File: config.mk
export PLATFORM = sky130hd
export DESIGN_NAME = signalling_link_coordinator_flat
export DESIGN_NICKNAME = d
export VERILOG_FILES = /design/src/sv/slc_pkg.sv /design/src/sv/slc_in_if.sv /design/src/sv/slc_out_if.sv /design/src/sv/slc_hold_mem.sv /design/src/sv/slc_est_timer.sv /design/src/sv/signalling_link_coordinator.sv /design/src/flat_wrapper.sv
export SDC_FILE = /design/constraint.sdc
export NUM_CORES = 1
export LEC_CHECK = 0
export ABC_AREA = 1
export BUFFER_PORTS_ARGS = -buffer_cell sky130_fd_sc_hd__buf_4
export CORE_UTILIZATION = 55
export CTS_BUF_LIST = sky130_fd_sc_hd__clkbuf_4 sky130_fd_sc_hd__clkbuf_8 sky130_fd_sc_hd__clkbuf_16
export CTS_CLUSTER_SIZE = 10
export DETAILED_ROUTE_END_ITERATION = 12
export GPL_TIMING_DRIVEN = 0
export PLACE_DENSITY_LB_ADDON = 0.25
export SYNTH_ARGS = -nofsm -noshare
export SYNTH_HDL_FRONTEND = slang
export SYNTH_SLANG_ARGS = --single-unit
File: constraint.sdc
create_clock -name clk -period 8.4 [get_ports clk]
set_clock_uncertainty 0.2 [all_clocks]
set_input_delay 0 -clock clk [delete_from_list [all_inputs] [get_ports clk]]
set_output_delay 0 -clock clk [all_outputs]
set_load 0.02 [all_outputs]
File: src/sv/slc_pkg.sv
`default_nettype none

package slc_pkg;

  // Field widths of the two channels and the timeout register
  localparam int ACTION_W    = 2;
  localparam int PRIM_W      = 3;
  localparam int TAG_W       = 16;
  localparam int TIMEOUT_W   = 16;

  // Hold queue: default depth, and reset value of the timeout register
  localparam int HOLD_DEPTH_DFLT = 8;
  localparam logic [TIMEOUT_W-1:0] TIMEOUT_RST = 16'd1000;

  // Input action codes
  localparam logic [ACTION_W-1:0] ACT_MESSAGE   = 2'd0;
  localparam logic [ACTION_W-1:0] ACT_PRIMITIVE = 2'd1;
  localparam logic [ACTION_W-1:0] ACT_TICK      = 2'd2;

  // Link primitive codes
  localparam logic [PRIM_W-1:0] PRIM_EST_REQ  = 3'd0;
  localparam logic [PRIM_W-1:0] PRIM_EST_IND  = 3'd1;
  localparam logic [PRIM_W-1:0] PRIM_EST_CONF = 3'd2;
  localparam logic [PRIM_W-1:0] PRIM_REL_REQ  = 3'd3;
  localparam logic [PRIM_W-1:0] PRIM_REL_IND  = 3'd4;
  localparam logic [PRIM_W-1:0] PRIM_REL_CONF = 3'd5;
  localparam logic [PRIM_W-1:0] PRIM_EST_ERR  = 3'd6;

  // Result kinds and sides
  localparam logic KIND_MESSAGE   = 1'b0;
  localparam logic KIND_PRIMITIVE = 1'b1;
  localparam logic SIDE_A         = 1'b0;
  localparam logic SIDE_B         = 1'b1;

  typedef enum logic [1:0] {
    LINK_RELEASED    = 2'd0,
    LINK_AWAIT_EST   = 2'd1,
    LINK_AWAIT_REL   = 2'd2,
    LINK_ESTABLISHED = 2'd3
  } link_state_t;

  typedef enum logic [1:0] {
    SEQ_IDLE,
    SEQ_EXEC,
    SEQ_FLUSH
  } seq_state_t;

  // Commands to the establish timer
  typedef struct packed {
    logic start;
    logic stop;
    logic tick;
  } tmr_cmd_t;

endpackage

`default_nettype wire

File: src/sv/slc_in_if.sv
`default_nettype none

interface slc_in_if;
  import slc_pkg::*;

  logic                valid;
  logic                ready;
  logic [ACTION_W-1:0] action;
  logic                arrived_from;
  logic [PRIM_W-1:0]   primitive_req;
  logic [TAG_W-1:0]    message_tag;

  modport source (
    output valid, action, arrived_from, primitive_req, message_tag,
    input  ready
  );

  modport sink (
    input  valid, action, arrived_from, primitive_req, message_tag,
    output ready
  );

endinterface

`default_nettype wire

File: src/sv/slc_out_if.sv
`default_nettype none

interface slc_out_if;
  import slc_pkg::*;

  logic              valid;
  logic              ready;
  logic              out_kind;
  logic              out_side;
  logic [PRIM_W-1:0] out_primitive;
  logic [TAG_W-1:0]  out_tag;
  logic              last;

  modport source (
    output valid, out_kind, out_side, out_primitive, out_tag, last,
    input  ready
  );

  modport sink (
    input  valid, out_kind, out_side, out_primitive, out_tag, last,
    output ready
  );

endinterface

`default_nettype wire

File: src/sv/slc_hold_mem.sv
`default_nettype none

module slc_hold_mem #(
  parameter int DEPTH = slc_pkg::HOLD_DEPTH_DFLT,
  parameter int AW    = (DEPTH > 1) ? $clog2(DEPTH) : 1,
  parameter int DW    = slc_pkg::TAG_W + 1
) (
  input  wire logic          clk,
  input  wire logic          wr_en,
  input  wire logic [AW-1:0] wr_addr,
  input  wire logic [DW-1:0] wr_data,
  input  wire logic          rd_en,
  input  wire logic [AW-1:0] rd_addr,
  output logic      [DW-1:0] rd_data_r
);

  logic [DW-1:0] mem [DEPTH];

  // write port
  always_ff @(posedge clk) begin
    if (wr_en) begin
      mem[wr_addr] <= wr_data;
    end
  end

  // registered read port; data holds until the next read
  always_ff @(posedge clk) begin
    if (rd_en) begin
      rd_data_r <= mem[rd_addr];
    end
  end

endmodule

`default_nettype wire

File: src/sv/slc_est_timer.sv
`default_nettype none

module slc_est_timer (
  input  wire logic                            clk,
  input  wire logic                            rst_n,
  input  wire logic [slc_pkg::TIMEOUT_W-1:0]   timeout,
  input  wire slc_pkg::tmr_cmd_t               cmd,
  output logic                                 expire
);
  import slc_pkg::*;

  logic                 running_r, running_nxt;
  logic [TIMEOUT_W-1:0] count_r, count_nxt;

  // a running timer with one or fewer ticks left expires on the next tick
  assign expire = running_r && (count_r <= TIMEOUT_W'(1));

  always_comb begin
    running_nxt = running_r;
    count_nxt   = count_r;
    if (cmd.start) begin
      running_nxt = 1'b1;
      count_nxt   = timeout;
    end else if (cmd.stop || (cmd.tick && expire)) begin
      running_nxt = 1'b0;
      count_nxt   = '0;
    end else if (cmd.tick && running_r) begin
      count_nxt = count_r - TIMEOUT_W'(1);
    end
  end

  always_ff @(posedge clk) begin
    if (!rst_n) begin
      running_r <= 1'b0;
      count_r   <= '0;
    end else begin
      running_r <= running_nxt;
      count_r   <= count_nxt;
    end
  end

  // commands come from one decoded item, never two at once
  a_cmd_onehot: assert property (@(posedge clk) disable iff (!rst_n)
    $onehot0({cmd.start, cmd.stop, cmd.tick}))
    else $error("timer got more than one command");

  // an idle timer has a cleared count
  a_idle_zero: assert property (@(posedge clk) disable iff (!rst_n)
    !running_r |-> count_r == '0)
    else $error("stopped timer holds a count");

  // expiry leaves the timer stopped
  a_expire_stops: assert property (@(posedge clk) disable iff (!rst_n)
    (cmd.tick && expire && !cmd.start) |=> !running_r)
    else $error("timer still running after expiry");

endmodule

`default_nettype wire

File: src/sv/signalling_link_coordinator.sv
`default_nettype none

// Signalling link coordinator.
// in_if carries one transaction per item: a signalling message, a link
// primitive or a timer tick. out_if carries the resulting transactions,
// with last set on the final one of each item; an item may give none.
// cfg_we/cfg_wdata write the establish timeout; the user is to write it
// only while the block is idle, a rule that the block itself leaves unenforced.
// An item is captured on acceptance and executed in SEQ_EXEC once the output
// register is free, its first result going into the output register. An
// item that establishes the link then drains up to HOLD_DEPTH held messages
// from the memory read port, one per cycle while the output register is free.
// Reset: link released, timer stopped, hold queue empty, timeout 1000.
// The queue memory needs no clearing; entries are read only once written.
// A stalled receiver holds the output register; execution and the flush
// wait on it and no result is dropped. in_if.ready is high only when the
// previous item is fully done.
module signalling_link_coordinator #(
  parameter int HOLD_DEPTH = slc_pkg::HOLD_DEPTH_DFLT
) (
  input  wire logic                          clk,
  input  wire logic                          rst_n,
  slc_in_if.sink                             in_if,
  slc_out_if.source                          out_if,
  input  wire logic                          cfg_we,
  input  wire logic [slc_pkg::TIMEOUT_W-1:0] cfg_wdata
);
  import slc_pkg::*;

  localparam int AW = (HOLD_DEPTH > 1) ? $clog2(HOLD_DEPTH) : 1;
  localparam int CW = $clog2(HOLD_DEPTH + 1);
  localparam int DW = TAG_W + 1;

  // timeout register
  logic [TIMEOUT_W-1:0] timeout_r;

  always_ff @(posedge clk) begin
    if (!rst_n) begin
      timeout_r <= TIMEOUT_RST;
    end else if (cfg_we) begin
      timeout_r <= cfg_wdata;
    end
  end

  // sequencer and link state
  seq_state_t  seq_r, seq_nxt;
  link_state_t link_r, link_nxt;

  // captured item
  logic [ACTION_W-1:0] item_act_r;
  logic                item_from_r;
  logic [PRIM_W-1:0]   item_prim_r;
  logic [TAG_W-1:0]    item_tag_r;

  // hold queue pointers
  logic [AW-1:0] head_r, tail_r, head_inc, tail_inc;
  logic [CW-1:0] hold_cnt_r;

  // output register
  logic              out_valid_r;
  logic              out_kind_r, out_side_r, out_last_r;
  logic [PRIM_W-1:0] out_prim_r;
  logic [TAG_W-1:0]  out_tag_r;
  logic              out_free;

  // decode results
  logic              emit, e_kind, e_side, e_last;
  logic [PRIM_W-1:0] e_prim;
  logic [TAG_W-1:0]  e_tag;
  logic              push, pop, flush, other;
  tmr_cmd_t          tcmd;
  logic              tmr_expire;

  // memory port
  logic          mem_rd_en;
  logic [AW-1:0] mem_rd_addr;
  logic [DW-1:0] mem_rd_data;

  assign in_if.ready = (seq_r == SEQ_IDLE);
  assign out_free    = !out_valid_r || out_if.ready;
  assign other       = ~item_from_r;
  assign head_inc    = (head_r == AW'(HOLD_DEPTH - 1)) ? '0 : head_r + AW'(1);
  assign tail_inc    = (tail_r == AW'(HOLD_DEPTH - 1)) ? '0 : tail_r + AW'(1);

  // next state, results and queue/timer commands
  always_comb begin
    seq_nxt  = seq_r;
    link_nxt = link_r;
    emit     = 1'b0;
    e_kind   = KIND_PRIMITIVE;
    e_side   = SIDE_A;
    e_prim   = '0;
    e_tag    = '0;
    e_last   = 1'b0;
    push     = 1'b0;
    pop      = 1'b0;
    flush    = 1'b0;
    tcmd     = '0;
    case (seq_r)
      SEQ_IDLE: begin
        if (in_if.valid) begin
          seq_nxt = SEQ_EXEC;
        end
      end
      SEQ_EXEC: begin
        if (out_free) begin
          if (item_act_r == ACT_TICK) begin
            tcmd.tick = 1'b1;
            if (tmr_expire &&
                (link_r == LINK_RELEASED || link_r == LINK_AWAIT_EST)) begin
              emit   = 1'b1;
              e_side = SIDE_A;
              e_prim = PRIM_EST_ERR;
            end
          end else if (item_act_r == ACT_MESSAGE || item_act_r == ACT_PRIMITIVE) begin
            case (link_r)
              LINK_RELEASED: begin
                if (item_act_r == ACT_MESSAGE || item_prim_r == PRIM_EST_REQ) begin
                  // hold the message if there is room, then ask for the link
                  push       = (item_act_r == ACT_MESSAGE) &&
                               (hold_cnt_r < CW'(HOLD_DEPTH));
                  link_nxt   = LINK_AWAIT_EST;
                  tcmd.start = 1'b1;
                  emit       = 1'b1;
                  e_side     = SIDE_B;
                  e_prim     = PRIM_EST_REQ;
                end else if (item_prim_r == PRIM_EST_IND) begin
                  link_nxt = LINK_ESTABLISHED;
                  emit     = 1'b1;
                  e_side   = other;
                  e_prim   = item_prim_r;
                end
              end
              LINK_AWAIT_EST: begin
                if (item_act_r == ACT_PRIMITIVE) begin
                  if (item_prim_r == PRIM_EST_CONF || item_prim_r == PRIM_EST_IND) begin
                    tcmd.stop = 1'b1;
                    link_nxt  = LINK_ESTABLISHED;
                    emit      = 1'b1;
                    e_side    = other;
                    e_prim    = item_prim_r;
                  end else if (item_prim_r == PRIM_REL_IND) begin
                    link_nxt = LINK_RELEASED;
                    emit     = 1'b1;
                    e_side   = other;
                    e_prim   = item_prim_r;
                  end
                end
              end
              LINK_AWAIT_REL: begin
                if (item_act_r == ACT_PRIMITIVE && item_prim_r == PRIM_REL_CONF) begin
                  link_nxt = LINK_RELEASED;
                  emit     = 1'b1;
                  e_side   = other;
                  e_prim   = item_prim_r;
                end
              end
              LINK_ESTABLISHED: begin
                if (item_act_r == ACT_MESSAGE) begin
                  emit   = 1'b1;
                  e_kind = KIND_MESSAGE;
                  e_side = other;
                  e_tag  = item_tag_r;
                end else if (item_prim_r == PRIM_REL_REQ) begin
                  link_nxt = LINK_AWAIT_REL;
                  emit     = 1'b1;
                  e_side   = other;
                  e_prim   = item_prim_r;
                end else if (item_prim_r == PRIM_REL_IND) begin
                  link_nxt = LINK_RELEASED;
                  emit     = 1'b1;
                  e_side   = other;
                  e_prim   = item_prim_r;
                end else if (item_prim_r == PRIM_EST_IND ||
                             item_prim_r == PRIM_EST_CONF) begin
                  emit   = 1'b1;
                  e_side = other;
                  e_prim = item_prim_r;
                end else if (item_prim_r == PRIM_EST_REQ) begin
                  // bounced back to A as a confirm
                  emit   = 1'b1;
                  e_side = SIDE_A;
                  e_prim = PRIM_EST_CONF;
                end
              end
              default: begin
              end
            endcase
          end
          flush   = (link_nxt == LINK_ESTABLISHED) && (hold_cnt_r != '0);
          e_last  = !flush;
          seq_nxt = flush ? SEQ_FLUSH : SEQ_IDLE;
        end
      end
      SEQ_FLUSH: begin
        // one held message per cycle while the output register is free, back toward the far side
        if (out_free) begin
          pop    = 1'b1;
          emit   = 1'b1;
          e_kind = KIND_MESSAGE;
          e_side = ~mem_rd_data[TAG_W];
          e_tag  = mem_rd_data[TAG_W-1:0];
          e_last = (hold_cnt_r == CW'(1));
          if (hold_cnt_r == CW'(1)) begin
            seq_nxt = SEQ_IDLE;
          end
        end
      end
      default: begin
        seq_nxt = SEQ_IDLE;
      end
    endcase
  end

  // read the head when a flush starts, and the next entry on each pop but the last;
  // a push never shares a cycle with a read, so no forwarding is needed
  assign mem_rd_en   = flush || (pop && hold_cnt_r > CW'(1));
  assign mem_rd_addr = pop ? head_inc : head_r;

  always_ff @(posedge clk) begin
    if (!rst_n) begin
      seq_r      <= SEQ_IDLE;
      link_r     <= LINK_RELEASED;
      head_r     <= '0;
      tail_r     <= '0;
      hold_cnt_r <= '0;
    end else begin
      seq_r  <= seq_nxt;
      link_r <= link_nxt;
      if (push) begin
        tail_r     <= tail_inc;
        hold_cnt_r <= hold_cnt_r + CW'(1);
      end else if (pop) begin
        head_r     <= head_inc;
        hold_cnt_r <= hold_cnt_r - CW'(1);
      end
    end
  end

  // item capture on an accepted transaction
  always_ff @(posedge clk) begin
    if (in_if.valid && in_if.ready) begin
      item_act_r  <= in_if.action;
      item_from_r <= in_if.arrived_from;
      item_prim_r <= in_if.primitive_req;
      item_tag_r  <= in_if.message_tag;
    end
  end

  // output register
  always_ff @(posedge clk) begin
    if (!rst_n) begin
      out_valid_r <= 1'b0;
    end else if (emit) begin
      out_valid_r <= 1'b1;
    end else if (out_if.ready) begin
      out_valid_r <= 1'b0;
    end
  end

  always_ff @(posedge clk) begin
    if (emit) begin
      out_kind_r <= e_kind;
      out_side_r <= e_side;
      out_prim_r <= e_prim;
      out_tag_r  <= e_tag;
      out_last_r <= e_last;
    end
  end

  assign out_if.valid         = out_valid_r;
  assign out_if.out_kind      = out_kind_r;
  assign out_if.out_side      = out_side_r;
  assign out_if.out_primitive = out_prim_r;
  assign out_if.out_tag       = out_tag_r;
  assign out_if.last          = out_last_r;

  slc_est_timer u_timer (
    .clk     (clk),
    .rst_n   (rst_n),
    .timeout (timeout_r),
    .cmd     (tcmd),
    .expire  (tmr_expire)
  );

  slc_hold_mem #(
    .DEPTH (HOLD_DEPTH),
    .AW    (AW),
    .DW    (DW)
  ) u_hold_mem (
    .clk       (clk),
    .wr_en     (push),
    .wr_addr   (tail_r),
    .wr_data   ({item_from_r, item_tag_r}),
    .rd_en     (mem_rd_en),
    .rd_addr   (mem_rd_addr),
    .rd_data_r (mem_rd_data)
  );

  // queue fill never exceeds its depth
  a_cnt_bound: assert property (@(posedge clk) disable iff (!rst_n)
    hold_cnt_r <= CW'(HOLD_DEPTH))
    else $error("hold queue overfilled");

  // flushing only happens on an established link with messages held
  a_flush_ok: assert property (@(posedge clk) disable iff (!rst_n)
    seq_r == SEQ_FLUSH |-> link_r == LINK_ESTABLISHED && hold_cnt_r != '0)
    else $error("flush without established link or held messages");

  // a message is held only when the link moves to awaiting establish
  a_push_ok: assert property (@(posedge clk) disable iff (!rst_n)
    push |-> seq_r == SEQ_EXEC && link_nxt == LINK_AWAIT_EST)
    else $error("message held outside the release path");

  // the queue is empty once a flush completes
  a_flush_drains: assert property (@(posedge clk) disable iff (!rst_n)
    (seq_r == SEQ_FLUSH && seq_nxt == SEQ_IDLE) |=> hold_cnt_r == '0)
    else $error("flush ended with messages left");

endmodule

`default_nettype wire
File: src/flat_wrapper.sv
// flat-port wrapper written by rule: the top's interface ports become plain ports
module signalling_link_coordinator_flat import slc_pkg::*;
#(
  parameter int HOLD_DEPTH = slc_pkg::HOLD_DEPTH_DFLT
)
  (clk, rst_n, cfg_we, cfg_wdata, in_if_valid, in_if_action, in_if_arrived_from, in_if_primitive_req, in_if_message_tag, in_if_ready, out_if_valid, out_if_out_kind, out_if_out_side, out_if_out_primitive, out_if_out_tag, out_if_last, out_if_ready);
  slc_in_if in_if_i ();
  slc_out_if out_if_i ();
  input  wire logic clk;
  input  wire logic rst_n;
  input  wire logic cfg_we;
  input  wire logic [slc_pkg::TIMEOUT_W-1:0] cfg_wdata;
  input wire logic [$bits(in_if_i.valid)-1:0] in_if_valid;
  input wire logic [$bits(in_if_i.action)-1:0] in_if_action;
  input wire logic [$bits(in_if_i.arrived_from)-1:0] in_if_arrived_from;
  input wire logic [$bits(in_if_i.primitive_req)-1:0] in_if_primitive_req;
  input wire logic [$bits(in_if_i.message_tag)-1:0] in_if_message_tag;
  output wire logic [$bits(in_if_i.ready)-1:0] in_if_ready;
  output wire logic [$bits(out_if_i.valid)-1:0] out_if_valid;
  output wire logic [$bits(out_if_i.out_kind)-1:0] out_if_out_kind;
  output wire logic [$bits(out_if_i.out_side)-1:0] out_if_out_side;
  output wire logic [$bits(out_if_i.out_primitive)-1:0] out_if_out_primitive;
  output wire logic [$bits(out_if_i.out_tag)-1:0] out_if_out_tag;
  output wire logic [$bits(out_if_i.last)-1:0] out_if_last;
  input wire logic [$bits(out_if_i.ready)-1:0] out_if_ready;
  assign in_if_i.valid = in_if_valid;
  assign in_if_i.action = in_if_action;
  assign in_if_i.arrived_from = in_if_arrived_from;
  assign in_if_i.primitive_req = in_if_primitive_req;
  assign in_if_i.message_tag = in_if_message_tag;
  assign in_if_ready = in_if_i.ready;
  assign out_if_valid = out_if_i.valid;
  assign out_if_out_kind = out_if_i.out_kind;
  assign out_if_out_side = out_if_i.out_side;
  assign out_if_out_primitive = out_if_i.out_primitive;
  assign out_if_out_tag = out_if_i.out_tag;
  assign out_if_last = out_if_i.last;
  assign out_if_i.ready = out_if_ready;
  signalling_link_coordinator #(.HOLD_DEPTH(HOLD_DEPTH)) u_core (.clk(clk), .rst_n(rst_n), .in_if(in_if_i), .out_if(out_if_i), .cfg_we(cfg_we), .cfg_wdata(cfg_wdata));
endmodule
* Yosys cells after proc, flatten, opt, wreduce, memory -nomap -nowiden
Memories as Yosys holds them, arrays and structs flattened. A register that Yosys moved wholly into a read port is not among the register bits.
Index checks and enable logic that the tools add are counted.
** Storage, ports and cells
- Bits in registers :: 92
- Bits in latches :: 0
- Bits in writable memories :: 136
- Memory bits (read-only) :: 0
- Bits of input ports :: 43
- Output and inout bits :: 24
- Memories :: 1
** Cells by class
- Add/subtract/negate cells :: 5
- $mul :: 0
- Div/mod/pow operators :: 0
- $lt $le $gt $ge :: 3
- Equal/unequal tests :: 20
- Shift operators :: 0
- Multiplexer cells :: 118
- Bitwise gates (word level) :: 2
- Reduce and logical (&&, ||, !) cells :: 29
** Memory list
- u_core.u_hold_mem.mem :: depth 8, width 17, read ports 1, clocked after memory_dff 1, wr ports 1, line slc_hold_mem.sv:17 : logic [DW-1:0] mem [DEPTH];
** Operators with widths (number)
- $mux 16 :: 9
- $mux 1 :: 59
- $mux 3 :: 18
- $mux 2 :: 20
- $pmux 16 s2 :: 1
- $le 16x1->1 const B :: 1
- $sub 16x1->16 const B :: 1
- $eq 3x3->1 const B :: 4
- $pmux 3 s4 :: 1
- $eq 2x2->1 const B :: 5
- $logic_and 1x1->1 :: 9
- $mux 4 :: 2
- $pmux 1 s2 :: 4
- $pmux 1 s4 :: 2
- $pmux 2 s4 :: 1
- $logic_or 1x1->1 :: 7
- $add 3x1->3 const B :: 2
- $eq 2x1->1 const B :: 3
- $eq 3x2->1 const B :: 2
- $logic_not 2->1 :: 3
- $ne 2x1->1 const B :: 3
- $pmux 2 s3 :: 1
- $reduce_bool 2->1 :: 3
- $add 4x1->4 const B :: 1
- 13 further kinds :: 15

* Depth between registers and ports, before layout
- Depth after elaboration :: 14
- Depth in mapped cells :: 13
- Gate-level depth less buffers :: 12

* Cells and area by module
A second synthesis with hierarchy kept.
** Unflattened totals
- Cell total of the unflattened synthesis :: 1209
- Area total of the unflattened synthesis :: 11222.0 µm²
** By module, submodules not included
- slc_hold_mem :: times used 1, cells each 623, area an instance 6502.5 µm²
- signalling_link_coordinator :: times used 1, cells each 381, area an instance 3435.8 µm²
- slc_est_timer :: times used 1, cells each 205, area an instance 1283.7 µm²

* Worst setup path before layout
No wires, ideal clock.
- Path kind :: reg2reg
- From :: reg u_core.link_r[1]
- To :: mem u_core.u_hold_mem.mem[0][0] in the netlist's numbering, enable pin
- Arrival time :: 2.365 ns
- Required time :: 7.787 ns
- Slack :: 5.423 ns
- Stages on the path, launching flop included :: 9
- Clock period less this slack :: 2.977 ns
- Path through :: dfxtp_1 buf_6 nor2_4 inv_2 nor2_1 nand3_2 inv_1 nand2_1 nor3_1
** Between the ends
- Cells in the longest elaborated chain, start to end :: 8
** RTL lines
- start: declaration :: line signalling_link_coordinator.sv:47 : link_state_t link_r, link_nxt;
- start signal: assignment :: line signalling_link_coordinator.sv:229 : link_r <= link_nxt;
- $logic_not 2->1 :: line signalling_link_coordinator.sv:116 : case (link_r)
- $mux 1 :: line signalling_link_coordinator.sv:116
- $mux 1 :: line signalling_link_coordinator.sv:115 : end else if (item_act_r == ACT_MESSAGE || item_act_r == ACT_PRIMITIVE) begin
- $mux 1 :: line signalling_link_coordinator.sv:107 : if (item_act_r == ACT_TICK) begin
- $mux 1 :: line signalling_link_coordinator.sv:106 : if (out_free) begin
- $mux 1 :: line signalling_link_coordinator.sv:99 : case (seq_r)
- $mux 1 :: line slc_hold_mem.sv:21 : if (wr_en) begin
- $mux 1 (implied by the code) :: line slc_hold_mem.sv:22 : mem[wr_addr] <= wr_data;
- end: declaration :: line slc_hold_mem.sv:17
Every way passes these cells.

* Worst setup path after layout
- From :: reg u_core.seq_r[0]
- To :: reg u_core.u_hold_mem.rd_data_r[11], read port of u_core.u_hold_mem.mem, enable pin
** Between the ends
- Cells in the longest elaborated chain, start to end :: 4
- Elaborated cells on any way between the ends :: 7
- Classes of those cells :: 2 x eq/ne; 3 x mux; 2 x reduce/logical
** RTL lines
- start: declaration :: line signalling_link_coordinator.sv:46 : seq_state_t seq_r, seq_nxt;
- start signal: assignment :: line signalling_link_coordinator.sv:228 : seq_r <= seq_nxt;
- $eq 2x2->1 :: line signalling_link_coordinator.sv:99
- $mux 1 :: line signalling_link_coordinator.sv:99
- $logic_and 1x1->1 :: line signalling_link_coordinator.sv:217 : assign mem_rd_en = flush || (pop && hold_cnt_r > CW'(1));
- $logic_or 1x1->1 (*) :: line signalling_link_coordinator.sv:217
- net u_core.mem_rd_en :: line signalling_link_coordinator.sv:75 : logic mem_rd_en;
- end: declaration :: line slc_hold_mem.sv:14 : output logic [DW-1:0] rd_data_r
The timed path passes the listed nets; every way through them passes the cells marked *.
A chain may end at the register's enable or synchronous reset.

==> summary.md <==
| Metric | Value |
|---|---|
| DRC viols | `0` |
| CTS sink cnt | `245` |
| Post-Route Setup TNS | `0 ns` |
| Final RePlAce weighted congestion | `0.8704` |
| IO Pins | `67` |
| Hold Startpoint | `in_if_message_tag[15]` |
| Core ar. | `approximately 19000 µm²` |
| Pwr Total | `0.004056 W` |
| Clock latency on the worst-skew pair | `0.53 ns` |
| Routed Antenna Nets | `0` |
| Slowest CP cell | `nand2_1` |
| Worst endpoint required time | `8.34 ns` |
| Status | `finished clean` |
| Synth area leaders | `edfxtp_1, nand2_1, dfxtp_1` |
| Global route overflow | `0` |
| Minimum clock period | `roughly 3.4 ns` |
| RR Startpoint | `u_core.seq_r[0]` |
| Vias/cell | `between 5 and 6` |
| Top FF cell, synth | `edfxtp_1` |
| Largest net degree at the start of global routing | `23` |
| Maximum root-to-sink buffer count | `3` |
| Final Max Slew Viols | `0` |
| Port Buffer Count | `between 60 and 70` |
| Fin nets | `1327` |
| Reg2Reg Setup Slack | `4.97 ns` |
| Layout cells sized above 1 | `15.61%` |
| Cts bufs inserted | `28` |
| Initial antenna violation count | `0` |
| Syn nets | `1127` |
| First-pass GRT wire length | `40910 µm` |
| Cell Area, Synth | `approximately 11000 µm²` |
| Post-CTS Setup Inserts | `0` |
| Worst-Margin Slew | `1.263 ns` |
| DRT Pass-1 Iters | `5` |
| Worst hold endpoint | `u_core.item_tag_r[15]` |
| Site row count | `50` |
| Max Cap Violations | `0` |
| Post-synthesis async set-or-reset flop share | `0%` |
| Fmax | `291.9 MHz` |
| CTS tree | `built` |
| Nature of the critical path startpoint | `flop` |
| Area growth, synth to finish | `26.08%` |
| WL per Instance | `16.83 µm` |
| Inserted Diodes | `0` |
| Cts hold-fix bufs | `93` |
| Sequential element share of the synthesized area | `between 60% and 70%` |
| H-tree depth | `1` |
| Min-Delay Path Depth | `2` |
| Gate Count Post-Synth | `1072` |
| Worst VDD drop | `about 200 µV` |
| Hold Path Class | `in -> reg` |
| Worst r2r dst | `u_core.u_hold_mem.rd_data_r[11]` |
| Library cells used by synthesis | `35` |
| WS Path Type | `reg -> reg` |
| Die Wd | `142.1 µm` |
| R2R cell count | `8` |
| Avg Inst Size Synth | `10.07 µm²` |
| Crit Path Max Fanout | `17` |
| Vias in the first global route | `~8000` |
| Setup violators final | `0` |
| CP max stage delay | `~0.8 ns` |
| Power density cells | `about 300 nW/µm²` |
| #FFs+latches synth | `approximately 250` |
| Yosys top cell area share | `54.77%` |
| Via count | `8205` |
| Initial Util | `56.98%` |
| Crit path max-delay family | `simple AND/OR/NAND/NOR gates` |
| Slew Limit Headroom | `15.73%` |
| Crit. End Element | `flop` |
| Yosys warnings | `0` |
| WL final | `26150 µm` |
| Most frequent CP cell | `inv_1` |
| RSZ-0062 raised after global routing | `false` |
| Worst-path clk slew | `~0.05 ns` |
| Worst path arrival time | `roughly 3.4 ns` |
| Initial DRC count | `just over 700` |
| Full die area | `slightly above 20000 µm²` |
| Dpl hpwl | `16410 µm` |
| CTS root buffer | `clkbuf_16` |
| GRT Overall Usage | `a little over a quarter` |
| Leading area contributor after synthesis | `edfxtp_1` |
| P_leak | `5.672 nW` |
| Post-cts sizing count | `0` |
| Die Height | `142.1 µm` |
| CP Buf/Inv Count | `4` |
| Crit share post-route | `40.78%` |
| Critical-path cell list | `inv_1, ha_1, inv_1, nor2_1, buf_2, clkbuf_1, nand3_1, nand2_1` |
| Number of synthesized flops with an enable pin | `197` |
| Final hold viol count | `0` |
==> cell usage after synthesis (3+ instances only) <==
cell type and count:
xnor2_1 5, o211ai_1 71, xor2_1 7, dfxtp_1 48, o21ai_1 7, nand2_1 292
buf_2 28, inv_1 114, nand2_2 5, nor2_2 4, edfxtp_1 197, nor2_1 114
nor3_1 13, inv_2 9, clkbuf_1 9, nand4_1 3, nand2_4 3, nand3_1 32
nand3_2 3, buf_6 4, ha_1 12, o21ai_0 39, a21oi_1 34
==> worst max path at each step <==
stage / startpoint / end / slack, ns / cells after the start
2_1_floorplan: u_core.link_r[1] / u_core.u_hold_mem.mem[0][0] / 5.42 / 8
3_3_place_gp: u_core.item_act_r[1] / u_core.u_hold_mem.mem[0][9] / 3.96 / 7
3_5_place_dp: u_core.seq_r[0] / u_core.u_hold_mem.rd_data_r[6] / 5.06 / 8
4_1_cts: u_core.seq_r[0] / u_core.u_hold_mem.rd_data_r[11] / 5.06 / 8
5_1_grt: u_core.seq_r[0] / u_core.u_hold_mem.rd_data_r[11] / 4.85 / 8
6_report: u_core.seq_r[0] / u_core.u_hold_mem.rd_data_r[11] / 4.97 / 8
==> flip-flops by register name, summed over array words and instances, names as in the netlist <==
name                         flops
u_core.u_hold_mem.mem          136
u_core.u_hold_mem.rd_data_r     17
u_core.item_tag_r               16
u_core.out_if.out_tag           16
u_core.timeout_r                16
u_core.u_timer.count_r          16
u_core.hold_cnt_r                4
u_core.head_r                    3
u_core.item_prim_r               3
u_core.out_if.out_primitive      3
u_core.tail_r                    3
u_core.item_act_r                2
u_core.link_r                    2
u_core.seq_r                     2
u_core.item_from_r               1
u_core.out_if.last               1
u_core.out_if.out_kind           1
u_core.out_if.out_side           1
u_core.out_if.valid              1
u_core.u_timer.running_r         1
==> cells by family (layout without fill, tap and decap cells) <==
| logic type | Yosys count | count (layout) | synth area share, % |
|---|---|---|---|
| flip-flops | 245 | 245 | 63.67 |
| XOR/XNOR | 12 | 12 | 0.9731 |
| AO/OA/AOI/OAI | 159 | 159 | 9.198 |
| AND/OR/NAND/NOR | 476 | 476 | 18.23 |
| buffers and inverters | 168 | 390 | 6.534 |
| adder cells (fa/ha/maj) | 12 | 12 | 1.390 |
==> cell usage in the layout (no fill, tap or decap), types with 28 or more instances in the layout <==
master,n
o21ai_0,39
dlygate4sd3_1,93
inv_1,114
nor2_1,110
clkbuf_16,29
a21oi_1,34
nand3_1,32
edfxtp_1,197
buf_2,28
o211ai_1,71
dfxtp_1,48
buf_4,68
nand2_1,292
==> metal layers <==
layer  share of wire, %  GRT usage (%)  vias to the layer above
li1                   -              -                     4000
met1                 43          35.92                     3815
met2                 48          44.22                      344
met3                6.6          3.668                       46
met4                2.4          9.451                        0
met5                  0              0                        -
==> final cells by class <==
| type | count | area, µm² |
|---|---|---|
| Multi-Input combinational cell | 659 | 3248 |
| Timing Repair Buffer | 170 | 1565 |
| Buffer | 43 | 234.0 |
| Clock buffer | 51 | 890.9 |
| Tap cell | 260 | 325.3 |
| Inverter | 125 | 471.7 |
| Clock inverter | 1 | 5.005 |
| Sequential cell | 245 | 6877 |
| Fill cell | 1306 | 5339 |
==> metrics by stage <==
step                      hold slack [ns]  worst slack [ns]  cell area [µm²]  std cells  util, %
after floorplan                   -0.1011             5.423            10800       1072        -
after global placement           -0.02184             3.957            11620       1398    61.31
after detailed placement         -0.02074             5.059            11790       1409    62.20
after CTS                        0.003078             5.060            13620       1554    71.84
after global routing              0.01255             4.847            13620       1554    71.84
final                             0.01328             4.975            13620       1554    71.84
==> report_power, final <==
| group | internal (W) | total, W | switching [W] |
|---|---|---|---|
| clock | 0.000712 | 0.00116 | 0.000447 |
| combinational | 0.000430 | 0.00130 | 0.000874 |
| sequential | 0.00150 | 0.00159 | 0.0000939 |
| total | 0.00264 | 0.00406 | 0.00142 |
Note: power is estimated with default switching activity, not from simulation.
